**config.mk**
```make
export PLATFORM = sky130hd
export DESIGN_NAME = srecord_line_encoder
export DESIGN_NICKNAME = d
export VERILOG_FILES = /design/src/sv/sle_pkg.sv /design/src/sv/sle_apb_regs.sv /design/src/sv/srecord_line_encoder.sv
export SDC_FILE = /design/constraint.sdc
export NUM_CORES = 1
export LEC_CHECK = 0
export ABC_CLOCK_PERIOD_IN_PS = 3900
export BUFFER_PORTS_ARGS = -buffer_cell sky130_fd_sc_hd__buf_2
export CAP_MARGIN = 10
export CORE_MARGIN = 3
export CORE_UTILIZATION = 30
export CTS_BUF_LIST = sky130_fd_sc_hd__clkbuf_8
export DETAILED_ROUTE_END_ITERATION = 12
export HOLD_SLACK_MARGIN = 0.02
export PLACE_DENSITY = 0.53
export SYNTH_ARGS = -nofsm -noshare
export SYNTH_HDL_FRONTEND = slang
export SYNTH_SLANG_ARGS = --single-unit
```
**constraint.sdc**
```tcl
create_clock -name clk -period 3.9 [get_ports clk]
set_clock_uncertainty 0.15 [all_clocks]
set_input_delay 0.39 -clock clk [delete_from_list [all_inputs] [get_ports clk]]
set_output_delay 0.39 -clock clk [all_outputs]
set_load 0.01 [all_outputs]
```
**src/sv/sle_pkg.sv**
```systemverilog
// Shared types, codes and helper functions for the S-record line encoder.
`timescale 1ns / 1ps

package sle_pkg;

    localparam int unsigned DataWidth   = 32;
    localparam int unsigned AddrWidth   = 4;
    localparam int unsigned ModeWidth   = 2;
    localparam logic [1:0]  ModeReset   = 2'd2;

    localparam logic [1:0]  RegAddressMode  = 2'd0;
    localparam logic [1:0]  RegFirstAddress = 2'd1;
    localparam logic [1:0]  RegEntryAddress = 2'd2;

    localparam logic [1:0]  ModeS1 = 2'd0;
    localparam logic [1:0]  ModeS2 = 2'd1;

    localparam logic [7:0]  CharS = 8'h53;

    typedef enum logic [2:0] {
        ST_IDLE,
        ST_LETTER,
        ST_DIGIT,
        ST_HI,
        ST_LO
    } state_t;

    typedef enum logic [1:0] {
        PH_COUNT,
        PH_ADDR,
        PH_DATA,
        PH_CSUM
    } phase_t;

    typedef struct packed {
        logic [ModeWidth-1:0] address_mode;
        logic [31:0]          first_address;
        logic [31:0]          entry_address;
        logic                 load_first;
    } cfg_t;

    function automatic logic [7:0] hex_char(input logic [3:0] nib);
        logic [7:0] c;
        if (nib < 4'd10)
            c = 8'h30 + {4'd0, nib};
        else
            c = 8'h37 + {4'd0, nib};
        return c;
    endfunction

    // Number of address bytes for a mode; mode three counts as S3.
    function automatic logic [2:0] addr_bytes(input logic [ModeWidth-1:0] mode);
        logic [2:0] n;
        unique case (mode)
            ModeS1:  n = 3'd2;
            ModeS2:  n = 3'd3;
            default: n = 3'd4;
        endcase
        return n;
    endfunction

endpackage

```
**src/sv/sle_apb_regs.sv**
```systemverilog
// APB configuration registers of the S-record line encoder.
`timescale 1ns / 1ps

module sle_apb_regs #(
    parameter int unsigned AW = sle_pkg::AddrWidth
) (
    input  logic                       clk,
    input  logic                       rst_n,
    input  logic                       psel,
    input  logic                       penable,
    input  logic                       pwrite,
    input  logic [AW-1:0]              paddr,
    input  logic [sle_pkg::DataWidth-1:0] pwdata,
    output logic [sle_pkg::DataWidth-1:0] prdata,
    output logic                       pready,
    output sle_pkg::cfg_t              cfg
);
    import sle_pkg::*;

    logic [ModeWidth-1:0] mode_reg;
    logic [31:0]          first_reg;
    logic [31:0]          entry_reg;
    logic                 wr_en;
    logic                 load_first;
    logic [1:0]           reg_idx;

    assign pready     = 1'b1;
    assign wr_en      = psel && penable && pwrite && pready;
    assign reg_idx    = paddr[3:2];
    assign load_first = wr_en && (reg_idx == RegFirstAddress);

    always_ff @(posedge clk or negedge rst_n)
    begin
        if (!rst_n)
        begin
            mode_reg  <= ModeReset;
            first_reg <= '0;
            entry_reg <= '0;
        end
        else if (wr_en)
        begin
            unique case (reg_idx)
                RegAddressMode:  mode_reg  <= pwdata[ModeWidth-1:0];
                RegFirstAddress: first_reg <= pwdata;
                RegEntryAddress: entry_reg <= pwdata;
                default: ;
            endcase
        end
    end

    always_comb
    begin
        unique case (reg_idx)
            RegAddressMode:  prdata = {{(DataWidth-ModeWidth){1'b0}}, mode_reg};
            RegFirstAddress: prdata = first_reg;
            RegEntryAddress: prdata = entry_reg;
            default:         prdata = '0;
        endcase
    end

    assign cfg.address_mode  = mode_reg;
    // new value passed straight through during its write
    assign cfg.first_address = load_first ? pwdata : first_reg;
    assign cfg.entry_address = entry_reg;
    assign cfg.load_first    = load_first;

endmodule

```
**src/sv/srecord_line_encoder.sv**
```systemverilog
// Top level of the Motorola S-record line encoder.
`timescale 1ns / 1ps
//
// Input stream: one transfer per data byte or terminate request (tuser = 1).
// Output stream: one ASCII character per transfer, tlast on the last
// character caused by an input, tuser on the last character of a record.
// APB port: address_mode at 0x0, first_address at 0x4, entry_address at 0x8;
// writing first_address also reloads the running record address.
// Timing: a sequencer emits one character per cycle through an output
// register while the output is not stalled. An input yields n characters,
// where n is
//   plain data byte 2, opening byte 4 + 2*A + 2, closing byte adds 2,
//   terminate record 4 + 2*A + 2, with A = 2, 3 or 4 address bytes.
// The input transfer only loads the sequencer, which then registers the first character;
// the input side is ready again from the edge that registers the last character.
// A stall on the output holds the sequencer and the registered character.
// Reset selects S3 mode, clears the addresses, the running sum and the
// record length, and empties the output register.
//
module srecord_line_encoder #(
    parameter int unsigned AW = sle_pkg::AddrWidth
) (
    input  logic                          clk,
    input  logic                          rst_n,
    input  logic                          psel,
    input  logic                          penable,
    input  logic                          pwrite,
    input  logic [AW-1:0]                 paddr,
    input  logic [sle_pkg::DataWidth-1:0] pwdata,
    output logic [sle_pkg::DataWidth-1:0] prdata,
    output logic                          pready,
    input  logic                          s_axis_tvalid,
    output logic                          s_axis_tready,
    input  logic [23:0]                   s_axis_tdata,  // data_byte, first_in_record, byte_count
    input  logic                          s_axis_tuser,  // kind
    input  logic                          s_axis_tlast,  // last_in_record
    output logic                          m_axis_tvalid,
    input  logic                          m_axis_tready,
    output logic [7:0]                    m_axis_tdata,  // character
    output logic                          m_axis_tuser,  // line_end
    output logic                          m_axis_tlast   // last_of_run
);
    import sle_pkg::*;

    cfg_t cfg;

    sle_apb_regs #(.AW(AW)) u_regs (
        .clk     (clk),
        .rst_n   (rst_n),
        .psel    (psel),
        .penable (penable),
        .pwrite  (pwrite),
        .paddr   (paddr),
        .pwdata  (pwdata),
        .prdata  (prdata),
        .pready  (pready),
        .cfg     (cfg)
    );

    state_t      state_reg, state_next;
    phase_t      phase_reg, phase_next;
    logic [1:0]  abyte_reg, abyte_next;
    logic        kind_reg, kind_next;
    logic        last_reg, last_next;
    logic [7:0]  data_reg, data_next;
    logic [7:0]  count_reg, count_next;
    logic [7:0]  acc_reg, acc_next;
    logic [31:0] naddr_reg, naddr_next;
    logic [7:0]  rsum_reg, rsum_next;
    logic [7:0]  rlen_reg, rlen_next;

    logic        ovalid_reg, ovalid_next;
    logic [7:0]  ochar_reg, ochar_next;
    logic        oend_reg, oend_next;
    logic        olast_reg, olast_next;

    logic        accept;
    logic        fire;
    logic [2:0]  nab;
    logic [7:0]  cur_byte;
    logic [31:0] addr_src;
    logic [7:0]  addr_byte;
    logic [7:0]  digit;

    assign s_axis_tready = (state_reg == ST_IDLE);
    assign accept        = s_axis_tvalid && s_axis_tready;
    assign fire          = (state_reg != ST_IDLE) && (!ovalid_reg || m_axis_tready);
    assign nab           = addr_bytes(cfg.address_mode);

    always_comb
    begin
        if (kind_reg)
            addr_src = (nab == 3'd4) ? cfg.entry_address : 32'd0;
        else
            addr_src = naddr_reg;
        unique case (abyte_reg)
            2'd0: addr_byte = addr_src[7:0];
            2'd1: addr_byte = addr_src[15:8];
            2'd2: addr_byte = addr_src[23:16];
            2'd3: addr_byte = addr_src[31:24];
        endcase
        unique case (phase_reg)
            PH_COUNT: cur_byte = (kind_reg ? 8'd0 : count_reg) + {5'd0, nab} + 8'd1;
            PH_ADDR:  cur_byte = addr_byte;
            PH_DATA:  cur_byte = data_reg;
            PH_CSUM:  cur_byte = ~acc_reg;
        endcase
        unique case (nab)
            3'd2:    digit = kind_reg ? 8'h39 : 8'h31;
            3'd3:    digit = kind_reg ? 8'h38 : 8'h32;
            default: digit = kind_reg ? 8'h37 : 8'h33;
        endcase
    end

    always_comb
    begin
        state_next  = state_reg;
        phase_next  = phase_reg;
        abyte_next  = abyte_reg;
        kind_next   = kind_reg;
        last_next   = last_reg;
        data_next   = data_reg;
        count_next  = count_reg;
        acc_next    = acc_reg;
        naddr_next  = naddr_reg;
        rsum_next   = rsum_reg;
        rlen_next   = rlen_reg;
        ovalid_next = ovalid_reg && !m_axis_tready;
        ochar_next  = ochar_reg;
        oend_next   = oend_reg;
        olast_next  = olast_reg;

        if (cfg.load_first)
            naddr_next = cfg.first_address;

        if (accept)
        begin
            kind_next  = s_axis_tuser;
            last_next  = s_axis_tlast;
            data_next  = s_axis_tdata[7:0];
            count_next = s_axis_tdata[16:9];
            if (s_axis_tuser || s_axis_tdata[8])
            begin
                acc_next   = 8'd0;
                state_next = ST_LETTER;
                if (!s_axis_tuser)
                    rlen_next = s_axis_tdata[16:9];
            end
            else
            begin
                acc_next   = rsum_reg;
                phase_next = PH_DATA;
                state_next = ST_HI;
            end
        end
        else if (fire)
        begin
            ovalid_next = 1'b1;
            oend_next   = 1'b0;
            olast_next  = 1'b0;
            unique case (state_reg)
                ST_LETTER:
                begin
                    ochar_next = CharS;
                    state_next = ST_DIGIT;
                end
                ST_DIGIT:
                begin
                    ochar_next = digit;
                    phase_next = PH_COUNT;
                    state_next = ST_HI;
                end
                ST_HI:
                begin
                    ochar_next = hex_char(cur_byte[7:4]);
                    state_next = ST_LO;
                end
                ST_LO:
                begin
                    ochar_next = hex_char(cur_byte[3:0]);
                    state_next = ST_HI;
                    if (phase_reg != PH_CSUM)
                        acc_next = acc_reg + cur_byte;
                    unique case (phase_reg)
                        PH_COUNT:
                        begin
                            phase_next = PH_ADDR;
                            abyte_next = 2'(nab - 3'd1);
                        end
                        PH_ADDR:
                        begin
                            if (abyte_reg == 2'd0)
                                phase_next = kind_reg ? PH_CSUM : PH_DATA;
                            else
                                abyte_next = abyte_reg - 2'd1;
                        end
                        PH_DATA:
                        begin
                            rsum_next = acc_reg + cur_byte;
                            if (last_reg)
                                phase_next = PH_CSUM;
                            else
                            begin
                                olast_next = 1'b1;
                                state_next = ST_IDLE;
                            end
                        end
                        PH_CSUM:
                        begin
                            oend_next  = 1'b1;
                            olast_next = 1'b1;
                            state_next = ST_IDLE;
                            if (!kind_reg)
                                naddr_next = naddr_reg + {24'd0, rlen_reg};
                        end
                    endcase
                end
                default: ;
            endcase
        end
    end

    always_ff @(posedge clk or negedge rst_n)
    begin
        if (!rst_n)
        begin
            state_reg  <= ST_IDLE;
            phase_reg  <= PH_COUNT;
            ovalid_reg <= 1'b0;
            naddr_reg  <= '0;
            rsum_reg   <= '0;
            rlen_reg   <= '0;
        end
        else
        begin
            state_reg  <= state_next;
            phase_reg  <= phase_next;
            ovalid_reg <= ovalid_next;
            naddr_reg  <= naddr_next;
            rsum_reg   <= rsum_next;
            rlen_reg   <= rlen_next;
        end
    end

    always_ff @(posedge clk)
    begin
        abyte_reg <= abyte_next;
        kind_reg  <= kind_next;
        last_reg  <= last_next;
        data_reg  <= data_next;
        count_reg <= count_next;
        acc_reg   <= acc_next;
        ochar_reg <= ochar_next;
        oend_reg  <= oend_next;
        olast_reg <= olast_next;
    end

    assign m_axis_tvalid = ovalid_reg;
    assign m_axis_tdata  = ochar_reg;
    assign m_axis_tuser  = oend_reg;
    assign m_axis_tlast  = olast_reg;

endmodule
```
Word level (Yosys, flattened, before mapping):

Index checks and enable logic that the tools add are counted.

* register bits: 158
* input port bits: 69
* output and inout bits: 45
* logic and storage cells: 135

* add/sub/neg operators: 10
* $lt $le $gt $ge: 2
* equal/unequal tests: 22
* muxes and demuxes: 46
* bitwise gates (word level): 3
* reduce and logical (&&, ||, !) cells: 34

Operators by type and width (count)
* 2-to-1 mux 32 bit: 8
* one-hot mux 32 bit (3 select lines): 1
* one-hot mux 8 bit (4 select lines): 3
* 2-to-1 mux 8 bit: 6
* adder 32 x 8 -> 32 bit: 1
* adder 6 x 4 -> 7 bit (first input constant): 4
* 2-to-1 mux 2 bit: 8
* 2-to-1 mux 7 bit: 2
* equality test 3 x 2 -> 1 bit (second input constant): 4
* one-hot mux 2 bit (2 select lines): 3
* one-hot mux 3 bit (4 select lines): 1
* equality test 2 bit (second input constant): 5
* AND reduction 2 bit: 5
* 2-to-1 mux 3 bit: 3
* AND reduction 3 bit: 3
* adder 8 x 1 -> 8 bit (second input constant): 1
* adder 8 x 3 -> 8 bit: 1
* adder 8 bit: 1
* equality test 2 x 1 -> 1 bit (second input constant): 4
* logical NOT 2 bit: 4
* less-than comparator 4 bit (second input constant): 2
* 2-to-1 mux 4 bit: 2
* != test 4 bit (second input constant): 2
* inverter 8 bit: 1
* 22 further kinds: 42

Longest topological paths before layout:

Gate-level depths: netlist (run 1).

* depth after elaboration: 12
* mapped depth: 17
* mapped depth without buffers: 16

Hierarchy:

Synthesis (run 1) repeated with hierarchy kept, for this count alone.

* cell total of the unflattened synthesis: 851
* area total of the unflattened synthesis: 9101.2 µm²

By module, submodules not included
* srecord_line_encoder: instances 1, cells each 659, area each 6108.4 µm²
* sle_apb_regs: instances 1, cells each 192, area each 2992.9 µm²

Worst setup path after synthesis (run 1):

Ideal clock, no wire load.

* path kind: register to register
* from: register kind_reg
* to: register acc_reg[5], data pin
* setup time: 0.291 ns
* arrival time: 3.318 ns
* setup slack: 0.141 ns
* stages on the path, launching flop included: 16
* buffers on the path: 1
* path through: edfxtp_1 > inv_1 > clkbuf_1 > nand2_1 > ha_1 > fa_1 > xor2_1 > a32oi_1 > a32oi_2 > inv_1 > ha_1 > a21o_1 > maj3_1 > a211o_1 > nand2_1 > o21ai_1

* cells in the longest elaborated chain, start to end: 9

RTL lines
* start: declaration: RTL line srecord_line_encoder.sv:63 `logic kind_reg, kind_next;`
* start signal: assignment: RTL line srecord_line_encoder.sv:248 `kind_reg <= kind_next;`
* 2-to-1 mux 8 bit: RTL line srecord_line_encoder.sv:103 `PH_COUNT: cur_byte = (kind_reg ? 8'd0 : count_reg) + {5'd0, nab} + 8'd1;`
* adder 8 x 3 -> 8 bit: RTL line srecord_line_encoder.sv:103
* adder 8 x 1 -> 8 bit: RTL line srecord_line_encoder.sv:103
* one-hot mux 8 bit (4 select lines) (*): RTL line srecord_line_encoder.sv:102 `unique case (phase_reg)`
* adder 8 bit (*): RTL line srecord_line_encoder.sv:183 `acc_next = acc_reg + cur_byte;`
* 2-to-1 mux 8 bit (*): RTL line srecord_line_encoder.sv:182 `if (phase_reg != PH_CSUM)`
* 2-to-1 mux 8 bit (*): RTL line srecord_line_encoder.sv:161 `unique case (state_reg)`
* 2-to-1 mux 8 bit (*): RTL line srecord_line_encoder.sv:156 `else if (fire)`
* 2-to-1 mux 8 bit (*): RTL line srecord_line_encoder.sv:136 `if (accept)`
* named net acc_next[5]: RTL line srecord_line_encoder.sv:67 `logic [7:0] acc_reg, acc_next;`
* end signal: assignment: RTL line srecord_line_encoder.sv:252 `acc_reg <= acc_next;`
* end: declaration: RTL line srecord_line_encoder.sv:67

Mark *: on every way through the listed nets, which the timed path passes. The rest lies on a longest branch. The select of a mux whose other input is x is not followed.
A chain may end at the register's enable or synchronous reset.

Final worst setup path (run 1):

* from: register kind_reg
* to: register acc_reg[4], data pin

Same word-level chain as after synthesis.

==> reports/qor.log, run 1 <==
[global_routing] largest net degree at the start of global routing 56
[worst_setup_path] startpoint kind of the worst setup timing path flop
[sta] crit path time final 3.669 ns
[yosys] dominant synthesized flop cell sky130_fd_sc_hd__dfrtp_1
[final_layout] number of diodes added for antenna fixing 0
[power_and_ir_drop] sequential share of power 40.4%
[final_layout] final cell count without fillers 1463
[floorplanning] die outline area 31610 µm²
[power_and_ir_drop] Net Sw Frac 38.83%
[power_and_ir_drop] clock share of power 22.6%
[sta] measured slew at the worst slew-check pin 0.9272 ns
[yosys] top-area cell type share of the netlist area 33.63%
[final_layout] Area growth, synth to finish 23.51%
[place] cell count after placement 1381
[power_and_ir_drop] power density cells 534.7 nW/µm²
[final_layout] fill cell count 2928
[cts] number of clock sinks 157
[yosys] syn_area_per_cell 9.773 µm²
[yosys] number of synthesized flops with an enable pin 37
[floorplanning] number of primary I/O pins 114
[worst_setup_path] Crit Path Max Fanout 28
[sta] aggregate negative setup slack 0 ns
[global_routing] sum of overflow across all layers after global routing 0
[detailed_routing] final routed DRC violation total 0
[global_routing] first-pass GRT wire length 42880 µm
[sta] endpoints failing hold 0
[detailed_routing] number of nets with antenna violations after routing 0
[yosys] Netlist cell types 79
[worst_hold_path] Min-Delay Path Depth 2
[worst_setup_path] data arrival at the endpoint of the critical path 3.75 ns
[power_and_ir_drop] internal power contribution 3.577 mW
[cts] Clock H-tree levels 4
[detailed_routing] routed vias 7542
[final_layout] share of layout cells above drive strength 1 23.82%
[floorplanning] placement row count 62
[worst_setup_path] max incr delay on CP 0.46 ns
[detailed_routing] DR vias/cell 5.155
[yosys] part of the Yosys area used for sequential elements 46.47%
[yosys] number of warnings printed during yosys synthesis 0
[yosys] total nets after synthesis 1005
[power_and_ir_drop] switching component of the power 2.270 mW
[final_layout] area of the multi-input gates 4443 µm²
[floorplanning] Die Span X 177.8 µm
[worst_setup_path] worst flop-to-flop path startpoint kind_reg
[floorplanning] effective utilization at floorplan 30.60%
[yosys] fraction of synthesis flops using an asynchronous set or reset pin 76.43%
[detailed_routing] wirelength, routed 27300 µm
[global_routing] number of global-route vias before repair 7411
[final_layout] area taken by flip-flops and latches 4115 µm²
[detailed_routing] DRC marker count from the first detailed-route iteration 625
[worst_setup_path] FF-to-FF End acc_reg[4]
[worst_setup_path] critical path data required time 3.98 ns
[place] weighted congestion at the end of routability-driven global placement 0.8868
[power_and_ir_drop] worst-case vdd ir drop 0.1974 mV
[cts] CTS tree built
[power_and_ir_drop] Gate power share 37.0%
[place] Port-buffer cells 102
[worst_hold_path] Worst Min Path Start pwdata[0]
[worst_hold_path] Worst Hold Class in -> reg
[worst_setup_path] minimum setup slack among reg-to-reg paths 0.23 ns
[global_routing] antenna violations before repair 0
[sta] final number of max-transition violations 0
[global_routing] all-layer global routing usage 17.60%
[yosys] library cell occupying the most area in the post-synthesis netlist sky130_fd_sc_hd__dfrtp_1
[detailed_routing] first-pass detailed-route iteration total 6
[cts] insertion delay of the later-clocked pin in the worst-skew pair 0.48 ns
[worst_setup_path] category of the worst setup path capture point flop
[yosys] Gate Count Post-Synth 906
[worst_setup_path] crit-path cells buf_12, and2_1, a22o_1, a211o_1, a311oi_1, a21oi_1, ha_1, fa_1, a21o_1, maj3_1, xnor2_1, a21oi_1
[worst_hold_path] WHS Endpoint u_regs.entry_reg[0]
[worst_setup_path] length in cells of the worst reg-to-reg path 12
[floorplanning] area of the core 28940 µm²
[worst_setup_path] cell type of the slowest stage on the worst timing path sky130_fd_sc_hd__edfxtp_1
[cts] cts bufs inserted 17
[final_layout] final-stage net count 1165
[worst_setup_path] CP most frequent cell sky130_fd_sc_hd__a21oi_1
[sta] period utilisation layout 94.08%
[worst_setup_path] critical setup path kind reg -> reg
[detailed_routing] post-DR wirelength/cell 18.66 µm
[worst_setup_path] CP Launch Point kind_reg
[floorplanning] Chip Height 177.8 µm
[sta] peak clock frequency supported by timing 272.5 MHz
[cts] clock-pin slew of the registers on the worst-case setup and hold paths 0.11 ns
[yosys] Synth area leaders sky130_fd_sc_hd__dfrtp_1 34%, sky130_fd_sc_hd__edfxtp_1 13%, sky130_fd_sc_hd__nand2_1 7.2%, sky130_fd_sc_hd__mux2_2 5.6%, sky130_fd_sc_hd__ha_1 3.8%
[cts] number of buffers on the longest clock path 2
[sta] worst slew margin relative to its limit 38.05%
[sta] number of endpoints failing setup at the final stage 0
[place] half-perimeter wire length after detailed placement 20530 µm
[outcome] status finished clean
[yosys] combined area of all synthesized cells 8855 µm²
[job] count of maximum capacitance violations 0
[cts] root buffer cell sky130_fd_sc_hd__clkbuf_8
[sta] RSZ-0062 raised after global routing no
[yosys] number of register bits inferred by synthesis 157
[power_and_ir_drop] leakage dissipation 4.746 nW
[what timing repair did]
item / in CTS / in global routing
endpoints found under the setup margin: 0 / 6
buffers inserted: 0 / 1
endpoints found under the hold margin: 127 / 0
hold buffers: 49 / 0
gates resized for setup: 0 / 8
[worst max path at each step]
| stage | endpoint | cells past startpoint | slack (ns) |
|---|---|---|---|
| after global routing | acc_reg[4] | 13 | 0.04 |
| after global placement | acc_reg[5] | 14 | 0.18 |
| after CTS | acc_reg[5] | 14 | 0.14 |
| after detailed placement | acc_reg[5] | 14 | 0.16 |
| after floorplan | acc_reg[5] | 15 | 0.14 |
| final | acc_reg[4] | 12 | 0.23 |
[per-stage QoR]
step | cell area, µm² | utilization (%) | hold slack, ns | power [mW] | worst slack [ns]
2_1_floorplan | 8855 | - | -0.05559 | 3.766 | 0.1413
3_3_place_gp | 9962 | 34.43 | 0.3076 | 4.463 | 0.1790
3_5_place_dp | 9962 | 34.43 | 0.3128 | 4.492 | 0.1569
4_1_cts | 10890 | 37.63 | 0.03976 | 5.862 | 0.1353
5_1_grt | 10940 | 37.80 | 0.05070 | 6.247 | 0.03797
6_report | 10940 | 37.80 | 0.06336 | 5.848 | 0.2307
[placed cells by master, fill, tap and decap left out, types with 8 or more instances in the layout]
master,count
sky130_fd_sc_hd__nor2b_1,11
sky130_fd_sc_hd__mux2_2,44
sky130_fd_sc_hd__inv_1,26
sky130_fd_sc_hd__edfxtp_1,37
sky130_fd_sc_hd__nor3_1,14
sky130_fd_sc_hd__a311oi_1,8
sky130_fd_sc_hd__nand3_1,23
sky130_fd_sc_hd__a22o_1,33
sky130_fd_sc_hd__nand2_1,170
sky130_fd_sc_hd__o22ai_1,10
sky130_fd_sc_hd__dlygate4sd3_1,49
sky130_fd_sc_hd__and3_1,8
sky130_fd_sc_hd__a211oi_1,14
sky130_fd_sc_hd__nor2_1,52
sky130_fd_sc_hd__xnor2_1,12
sky130_fd_sc_hd__ha_1,23
sky130_fd_sc_hd__a22oi_1,12
sky130_fd_sc_hd__clkbuf_8,17
sky130_fd_sc_hd__dfrtp_1,119
sky130_fd_sc_hd__o21ai_0,43
sky130_fd_sc_hd__a21oi_1,39
sky130_fd_sc_hd__a31oi_1,10
sky130_fd_sc_hd__buf_2,101
sky130_fd_sc_hd__buf_4,46
[cells in the mapped netlist (14+ instances only)]
| master | n |
|---|---|
| sky130_fd_sc_hd__a211oi_1 | 14 |
| sky130_fd_sc_hd__dfrtp_1 | 119 |
| sky130_fd_sc_hd__ha_1 | 27 |
| sky130_fd_sc_hd__nor2_1 | 52 |
| sky130_fd_sc_hd__nand3_1 | 23 |
| sky130_fd_sc_hd__nand2_1 | 170 |
| sky130_fd_sc_hd__nor3_1 | 14 |
| sky130_fd_sc_hd__a22o_1 | 33 |
| sky130_fd_sc_hd__inv_1 | 27 |
| sky130_fd_sc_hd__mux2_2 | 44 |
| sky130_fd_sc_hd__o21ai_0 | 43 |
| sky130_fd_sc_hd__edfxtp_1 | 37 |
| sky130_fd_sc_hd__a21oi_1 | 39 |
| sky130_fd_sc_hd__clkbuf_1 | 34 |
[worst max-delay path, delay by kind of cell, from the launching register on]
family          cells  cell delay [ns]
compound gates      6             1.23
fa+ha+maj           3             1.01
simple gates        1             0.20
flops               1             0.46
buf+inv             1             0.20
xor+xnor            1             0.19
[layer usage]
layer / global-route usage, % / share of wire [%]
met3: 2.653 / 4.6
met4: 5.497 / 1.9
met1: 25.14 / 47
met2: 27.46 / 46
met5: 0 / 0
[power by group through the flow]
stage / combinational (mW) / sequential (mW) / clock [mW]
finish: 2.16 / 2.36 / 1.32
global route: 2.42 / 2.41 / 1.42
global placement: 2.08 / 2.39 / 0
CTS: 2.15 / 2.36 / 1.35
floorplan: 1.52 / 2.25 / 0
detailed placement: 2.10 / 2.39 / 0
[layout make-up]
type	instances	share of cell area, %
Multi-Input combinational cell	666	40.62
Sequential cell	157	37.63
Timing Repair Buffer	197	12.45
Tap cell	384	4.393
Clock buffer	17	2.139
Clock inverter	15	1.842
Inverter	27	0.9267
[kinds of logic (layout without fill, tap and decap cells)]
group / count (synthesis) / count (layout) / share of synthesized area (%)
AO/OA/AOI/OAI: 240 / 240 / 20.04
XOR/XNOR: 18 / 18 / 1.865
adder cells (fa/ha/maj): 32 / 32 / 4.720
AND/OR/NAND/NOR: 324 / 324 / 16.67
buffers and inverters: 83 / 256 / 3.872
other: 2 / 2 / 0.08481
flip-flops: 157 / 157 / 46.47
multiplexers: 50 / 50 / 6.274
(Power assumes the default switching activity.)
==> run 2: changes to the inputs <==
Settings changed: ABC_CLOCK_PERIOD_IN_PS 3900 to 4000, PLACE_DENSITY 0.53 to 0.51.
Clock period 3.9 ns to 4 ns, I/O delays scaled along.
==> reports/qor.log, run 2 (same netlist as run 1, synthesis figures left out) <==
[final_layout] most used cells in the layout excluding fill and tap cells 170 x sky130_fd_sc_hd__nand2_1, 119 x sky130_fd_sc_hd__dfrtp_1, 101 x sky130_fd_sc_hd__buf_2
[sta] Hold Worst Slack 0.06131 ns
[floorplanning] Die Span X 177.8 µm
[worst_setup_path] startpoint kind of the worst setup timing path flop
[place] Port-buffer cells 102
[power_and_ir_drop] clock share of power 22.0%
[global_routing] sum of overflow across all layers after global routing 0
[place] cell count after placement 1371
[final_layout] final cell count without fillers 1454
[sta] worst slew margin relative to its limit 36.19%
[worst_setup_path] critical path data required time 4.08 ns
[power_and_ir_drop] power density cells 515.7 nW/µm²
[cts] root buffer cell sky130_fd_sc_hd__clkbuf_8
[detailed_routing] DR vias/cell 5.241
[cts] Clock H-tree levels 4
[sta] measured slew at the worst slew-check pin 0.9551 ns
[worst_setup_path] worst flop-to-flop path startpoint kind_reg
[final_layout] Area growth, synth to finish 22.37%
[cts] cts bufs inserted 17
[detailed_routing] wirelength, routed 27550 µm
[cts] CTS tree built
[floorplanning] die outline area 31610 µm²
[detailed_routing] routed vias 7621
[floorplanning] Chip Height 177.8 µm
[cts] clock-pin slew of the registers on the worst-case setup and hold paths 0.10 ns
[sta] crit path time final 3.792 ns
[floorplanning] number of primary I/O pins 114
[final_layout] number of diodes added for antenna fixing 0
[cts] insertion delay of the later-clocked pin in the worst-skew pair 0.48 ns
[sta] final number of max-transition violations 0
[sta] aggregate negative setup slack 0 ns
[detailed_routing] first-pass detailed-route iteration total 5
[power_and_ir_drop] switching component of the power 2.211 mW
[power_and_ir_drop] internal power contribution 3.376 mW
[sta] peak clock frequency supported by timing 263.7 MHz
[floorplanning] placement row count 62
[global_routing] all-layer global routing usage 17.80%
[cts] number of buffers on the longest clock path 2
[global_routing] first-pass GRT wire length 43540 µm
[final_layout] leading cell type in the layout, fill and taps excluded sky130_fd_sc_hd__nand2_1
[sta] RSZ-0062 raised after global routing no
[power_and_ir_drop] leakage dissipation 4.693 nW
[worst_setup_path] Crit Path Max Fanout 6
[worst_setup_path] CP Launch Point kind_reg
[worst_setup_path] minimum setup slack among reg-to-reg paths 0.21 ns
[worst_setup_path] data arrival at the endpoint of the critical path 3.87 ns
[power_and_ir_drop] Gate power share 36.8%
[detailed_routing] number of nets with antenna violations after routing 0
[cts] number of clock sinks 157
[detailed_routing] DRC marker count from the first detailed-route iteration 545
[sta] endpoints failing hold 0
[place] half-perimeter wire length after detailed placement 20580 µm
[power_and_ir_drop] worst-case vdd ir drop 0.1933 mV
[power_and_ir_drop] sequential share of power 41.2%
[worst_hold_path] Worst Min Path Start pwdata[0]
[floorplanning] area of the core 28940 µm²
[outcome] status finished clean
[power_and_ir_drop] Net Sw Frac 39.58%
[global_routing] antenna violations before repair 0
[place] weighted congestion at the end of routability-driven global placement 0.8912
[global_routing] largest net degree at the start of global routing 68
[final_layout] share of layout cells above drive strength 1 22.99%
[global_routing] number of global-route vias before repair 7618
[sta] number of endpoints failing setup at the final stage 0
[worst_setup_path] critical setup path kind reg -> reg
[detailed_routing] post-DR wirelength/cell 18.95 µm
[floorplanning] effective utilization at floorplan 30.60%
[sta] period utilisation layout 94.81%
[worst_hold_path] Worst Hold Class in -> reg
[detailed_routing] final routed DRC violation total 0
[worst_setup_path] category of the worst setup path capture point flop
[final_layout] final-stage net count 1156
[job] count of maximum capacitance violations 0
[run 2: changes by cell type in the layout (fill, tap and decap cells not counted), sizes merged]
cell,change
bufinv,-1
dlygate4sd3,+1
clkinv,-1
inv,+2
buf,-10
[run 2: final cells by class]
cell class	count	area, µm²
Multi-Input combinational cell	666	4420
Fill cell	2944	18100
Sequential cell	157	4115
Clock inverter	15	175.2
Clock buffer	17	234.0
Tap cell	384	480.5
Inverter	27	101.3
Timing Repair Buffer	188	1309
[run 2: through the flow]
stage | setup WS, ns | area [µm²] | power [mW] | utilization, %
6_report | 0.2077 | 10840 | 5.587 | 37.45
3_5_place_dp | 0.1645 | 9899 | 4.328 | 34.21
2_1_floorplan | 0.2413 | 8855 | 3.672 | -
5_1_grt | 0.003114 | 10840 | 5.966 | 37.45
4_1_cts | 0.1429 | 10810 | 5.605 | 37.36
3_3_place_gp | 0.2292 | 9899 | 4.303 | 34.21
[run 2: what timing repair did]
item,in CTS,in global routing
endpoints found under the setup margin,0,7
resized for setup,0,5
hold buffers,50,0
setup buffers,0,1
endpoints found under the hold margin,135,0
[run 2: worst paths after layout]
kind,cells after the start,end
worst max-delay path,14,acc_reg[5]
worst min-delay path,3,u_regs.first_reg[0]
worst max register to register,14,acc_reg[5]
worst min register to register,2,u_regs.first_reg[31]
max in group asynchronous,3,u_regs.entry_reg[7]
min in group asynchronous,2,naddr_reg[14]
[run 2: metal layers]
metal	global-route usage (%)	wire (µm)	up-vias
li1	-	-	3622
met1	25.03	12720	3741
met2	28.25	12910	226
met3	2.803	1356	32
met4	5.334	560	0
met5	0	0	-
[run 2: worst max-delay path, cell delays in order (launching register included)]
cell	delay, ns
sky130_fd_sc_hd__edfxtp_1	0.46
sky130_fd_sc_hd__inv_1	0.20
sky130_fd_sc_hd__nand2_1	0.09
sky130_fd_sc_hd__ha_1	0.21
sky130_fd_sc_hd__fa_1	0.41
sky130_fd_sc_hd__xor2_1	0.22
sky130_fd_sc_hd__a32oi_1	0.11
sky130_fd_sc_hd__a32oi_2	0.28
sky130_fd_sc_hd__inv_1	0.07
sky130_fd_sc_hd__ha_1	0.31
sky130_fd_sc_hd__a21o_1	0.23
sky130_fd_sc_hd__maj3_1	0.37
sky130_fd_sc_hd__a211o_1	0.29
sky130_fd_sc_hd__nand2_1	0.08
sky130_fd_sc_hd__o21ai_1	0.07
[run 2: power groups by stage]
stage               Sequential (mW)  Clock [mW]  Combinational, mW
floorplan                      2.19           0               1.48
finish                         2.30        1.23               2.05
CTS                            2.30        1.26               2.04
global placement               2.33           0               1.97
global route                   2.35        1.32               2.30
detailed placement             2.33           0               2.00
==> run 3: changes to the inputs <==
Settings changed: SYNTH_HIERARCHICAL set to 1.
==> reports/qor.log, run 3 <==
[detailed_routing] routed vias 7311
[cts] number of clock sinks 157
[floorplanning] Chip Height 180.2 µm
[cts] root buffer cell sky130_fd_sc_hd__clkbuf_8
[detailed_routing] post-DR wirelength/cell 19.34 µm
[final_layout] Area growth, synth to finish 22.28%
[sta] crit path time final 3.841 ns
[power_and_ir_drop] worst-case vdd ir drop 0.2208 mV
[sta] peak clock frequency supported by timing 260.3 MHz
[final_layout] final std cell area, no fill 11130 µm²
[detailed_routing] final routed DRC violation total 0
[worst_hold_path] WHS Endpoint u_regs/entry_reg[24]
[cts] CTS tree built
[yosys] Gate Count Post-Synth 851
[job] count of maximum capacitance violations 0
[final_layout] share of layout cells above drive strength 1 27.51%
[sta] endpoints failing hold 0
[worst_setup_path] length in cells of the worst reg-to-reg path 17
[cts] cts bufs inserted 17
[place] half-perimeter wire length after detailed placement 20140 µm
[place] Port-buffer cells 102
[power_and_ir_drop] Power Total 5.887 mW
[yosys] number of register bits inferred by synthesis 157
[place] DP Area 10150 µm²
[sta] RSZ-0062 raised after global routing no
[worst_setup_path] CP Launch Point u_regs/mode_reg[1]
[final_layout] most used cells in the layout excluding fill and tap cells 119 x sky130_fd_sc_hd__dfrtp_1, 101 x sky130_fd_sc_hd__buf_2, 62 x sky130_fd_sc_hd__nand2_1
[floorplanning] area of the core 29800 µm²
[worst_setup_path] category of the worst setup path capture point flop
[yosys] top-area cell type share of the netlist area 32.72%
[yosys] total nets after synthesis 951
[worst_setup_path] critical setup path kind reg -> reg
[worst_setup_path] startpoint kind of the worst setup timing path flop
[sta] number of endpoints failing setup at the final stage 0
[yosys] most numerous cell in the Yosys netlist sky130_fd_sc_hd__dfrtp_1
[worst_setup_path] Crit Path Max Fanout 3
[outcome] status finished clean
[sta] final number of max-transition violations 0
[sta] Final Worst Setup Slack 0.1587 ns
[floorplanning] placement row count 63
[floorplanning] number of primary I/O pins 114
[yosys] number of warnings printed during yosys synthesis 6
[worst_setup_path] critical path data required time 4.07 ns
[yosys] Netlist cell types 82
[sta] aggregate negative setup slack 0 ns
[worst_hold_path] Worst Hold Class in -> reg
[global_routing] first-pass GRT wire length 42850 µm
[yosys] most instantiated cells after synthesis 119 x sky130_fd_sc_hd__dfrtp_1, 64 x sky130_fd_sc_hd__nand2_1, 55 x sky130_fd_sc_hd__nor2_1, 49 x sky130_fd_sc_hd__mux2_2, 46 x sky130_fd_sc_hd__a21oi_1
[worst_setup_path] worst flop-to-flop path startpoint u_regs/mode_reg[1]
[detailed_routing] DR vias/cell 5.163
[floorplanning] die outline area 32460 µm²
[yosys] dominant synthesized flop cell sky130_fd_sc_hd__dfrtp_1
[yosys] number of synthesized flops with an enable pin 37
[worst_setup_path] FF-to-FF End acc_reg[7]
[global_routing] antenna violations before repair 1
[detailed_routing] first-pass detailed-route iteration total 8
[final_layout] final-stage net count 1112
[cts] clock-pin slew of the registers on the worst-case setup and hold paths 0.09 ns
[yosys] part of the Yosys area used for sequential elements 45.22%
[global_routing] all-layer global routing usage 16.78%
[yosys] fraction of synthesis flops using an asynchronous set or reset pin 76.43%
[worst_hold_path] Min-Delay Path Depth 2
[cts] number of buffers on the longest clock path 2
[power_and_ir_drop] leakage dissipation 4.840 nW
[yosys] syn_area_per_cell 10.69 µm²
[global_routing] sum of overflow across all layers after global routing 0
[global_routing] number of global-route vias before repair 7254
[yosys] combined area of all synthesized cells 9101 µm²
[yosys] Synth area leaders sky130_fd_sc_hd__dfrtp_1 33%, sky130_fd_sc_hd__edfxtp_1 12%, sky130_fd_sc_hd__mux2_2 6.1%, sky130_fd_sc_hd__mux2_4 4.8%, sky130_fd_sc_hd__ha_1 3.8%
[global_routing] largest net degree at the start of global routing 49
[final_layout] utilization of the core after routing 37.35%
[detailed_routing] wirelength, routed 27380 µm
[sta] measured slew at the worst slew-check pin 0.9824 ns
[worst_hold_path] Worst Min Path Start pwdata[24]
[power_and_ir_drop] power density cells 528.9 nW/µm²
[cts] Clock H-tree levels 4
[sta] period utilisation layout 96.03%
[place] weighted congestion at the end of routability-driven global placement 0.8919
[sta] worst slew margin relative to its limit 34.47%
[place] worst setup slack after placement 0.1341 ns
[floorplanning] effective utilization at floorplan 30.55%
[detailed_routing] DRC marker count from the first detailed-route iteration 622
[final_layout] leading cell type in the layout, fill and taps excluded sky130_fd_sc_hd__dfrtp_1
[floorplanning] Die Span X 180.2 µm
[cts] insertion delay of the later-clocked pin in the worst-skew pair 0.48 ns
[yosys] library cell occupying the most area in the post-synthesis netlist sky130_fd_sc_hd__dfrtp_1
[worst_setup_path] data arrival at the endpoint of the critical path 3.91 ns
[worst_setup_path] minimum setup slack among reg-to-reg paths 0.16 ns
[detailed_routing] number of nets with antenna violations after routing 0
run 3: changes by cell type in the layout (fill, tap and decap cells not counted), sizes merged, moves of 5 or more:
cell and delta:
a21oi +5, buf +9, mux2 +34, nand2b +8, a21o +6, mux2i +6
a31oi -5, nand2 -107, a311oi -5, o21a +6
run 3: stage by stage:
| stage | std cells | hold slack, ns |
|---|---|---|
| floorplan | 851 | -0.04559 |
| global placement | 1331 | 0.3165 |
| detailed placement | 1331 | 0.3226 |
| CTS | 1412 | 0.02549 |
| global route | 1416 | 0.05400 |
| finish | 1416 | 0.07038 |
run 3: repair_timing:
item	4_1_cts	5_1_grt
hold buffers	49	0
endpoints found under the hold margin	116	0
buffers inserted	0	3
gates resized for setup	0	5
endpoints found under the setup margin	0	4
run 3: critical path, stage by stage, from the launching register on:
cell and delay, ns:
sky130_fd_sc_hd__dfstp_2 0.54, sky130_fd_sc_hd__inv_1 0.09, sky130_fd_sc_hd__nand2_2 0.10, sky130_fd_sc_hd__ha_1 0.16, sky130_fd_sc_hd__inv_1 0.05, sky130_fd_sc_hd__fa_1 0.48, sky130_fd_sc_hd__nor2b_1 0.05, sky130_fd_sc_hd__a311oi_1 0.19
sky130_fd_sc_hd__o21ai_1 0.16, sky130_fd_sc_hd__nand2_2 0.15, sky130_fd_sc_hd__ha_1 0.25, sky130_fd_sc_hd__a21o_1 0.19, sky130_fd_sc_hd__a21oi_2 0.15, sky130_fd_sc_hd__nor2b_1 0.06, sky130_fd_sc_hd__o21a_1 0.18, sky130_fd_sc_hd__o41a_1 0.32
sky130_fd_sc_hd__xnor2_1 0.21, sky130_fd_sc_hd__a21oi_1 0.10
run 3: worst max path at each step:
stage | endpoint | slack, ns | depth (start not counted)
finish | acc_reg[7] | 0.16 | 17
global route | acc_reg[7] | 0.002 | 17
CTS | acc_reg[7] | 0.10 | 17
detailed placement | acc_reg[7] | 0.13 | 17
global placement | acc_reg[7] | 0.22 | 17
floorplan | acc_reg[7] | 0.02 | 19
run 3: cells by family (layout without fill, tap and decap cells):
kind of cell	Yosys count	after routing	synth area share (%)
compound gates	248	248	19.80
simple gates	219	219	11.88
flops	157	157	45.22
mux	90	90	12.17
buf+inv	86	260	4.619
fa+ha+maj	31	31	4.509
xor+xnor	18	18	1.732
other cells	2	3	0.08252
run 3: final cells by class:
cell class              instances  area (µm²)
fillers                      3027       18670
multi-input cells             608        4599
flip-flops and latches        157        4115
repair buffers                196        1354
well taps                     390       488.0
clock buffers                  19       261.5
clock inverters                13       188.9
inverters                      32       120.1
diodes                          1       2.502
run 3: metal layers:
metal  share of wire [%]  vias to the layer above  track usage, %
met5                   0                        -               0
met4                 1.8                        0           4.605
met3                 5.3                       32           3.169
met2                  43                      215           24.26
met1                  50                     3573           25.55
li1                    -                     3491               -
run 3: report_power, final:
| part | switching [mW] | internal (mW) | total, mW |
|---|---|---|---|
| combinational | 1.20 | 1.03 | 2.23 |
| clock | 0.645 | 0.721 | 1.37 |
| sequential | 0.312 | 1.98 | 2.29 |
| total | 2.15 | 3.73 | 5.89 |
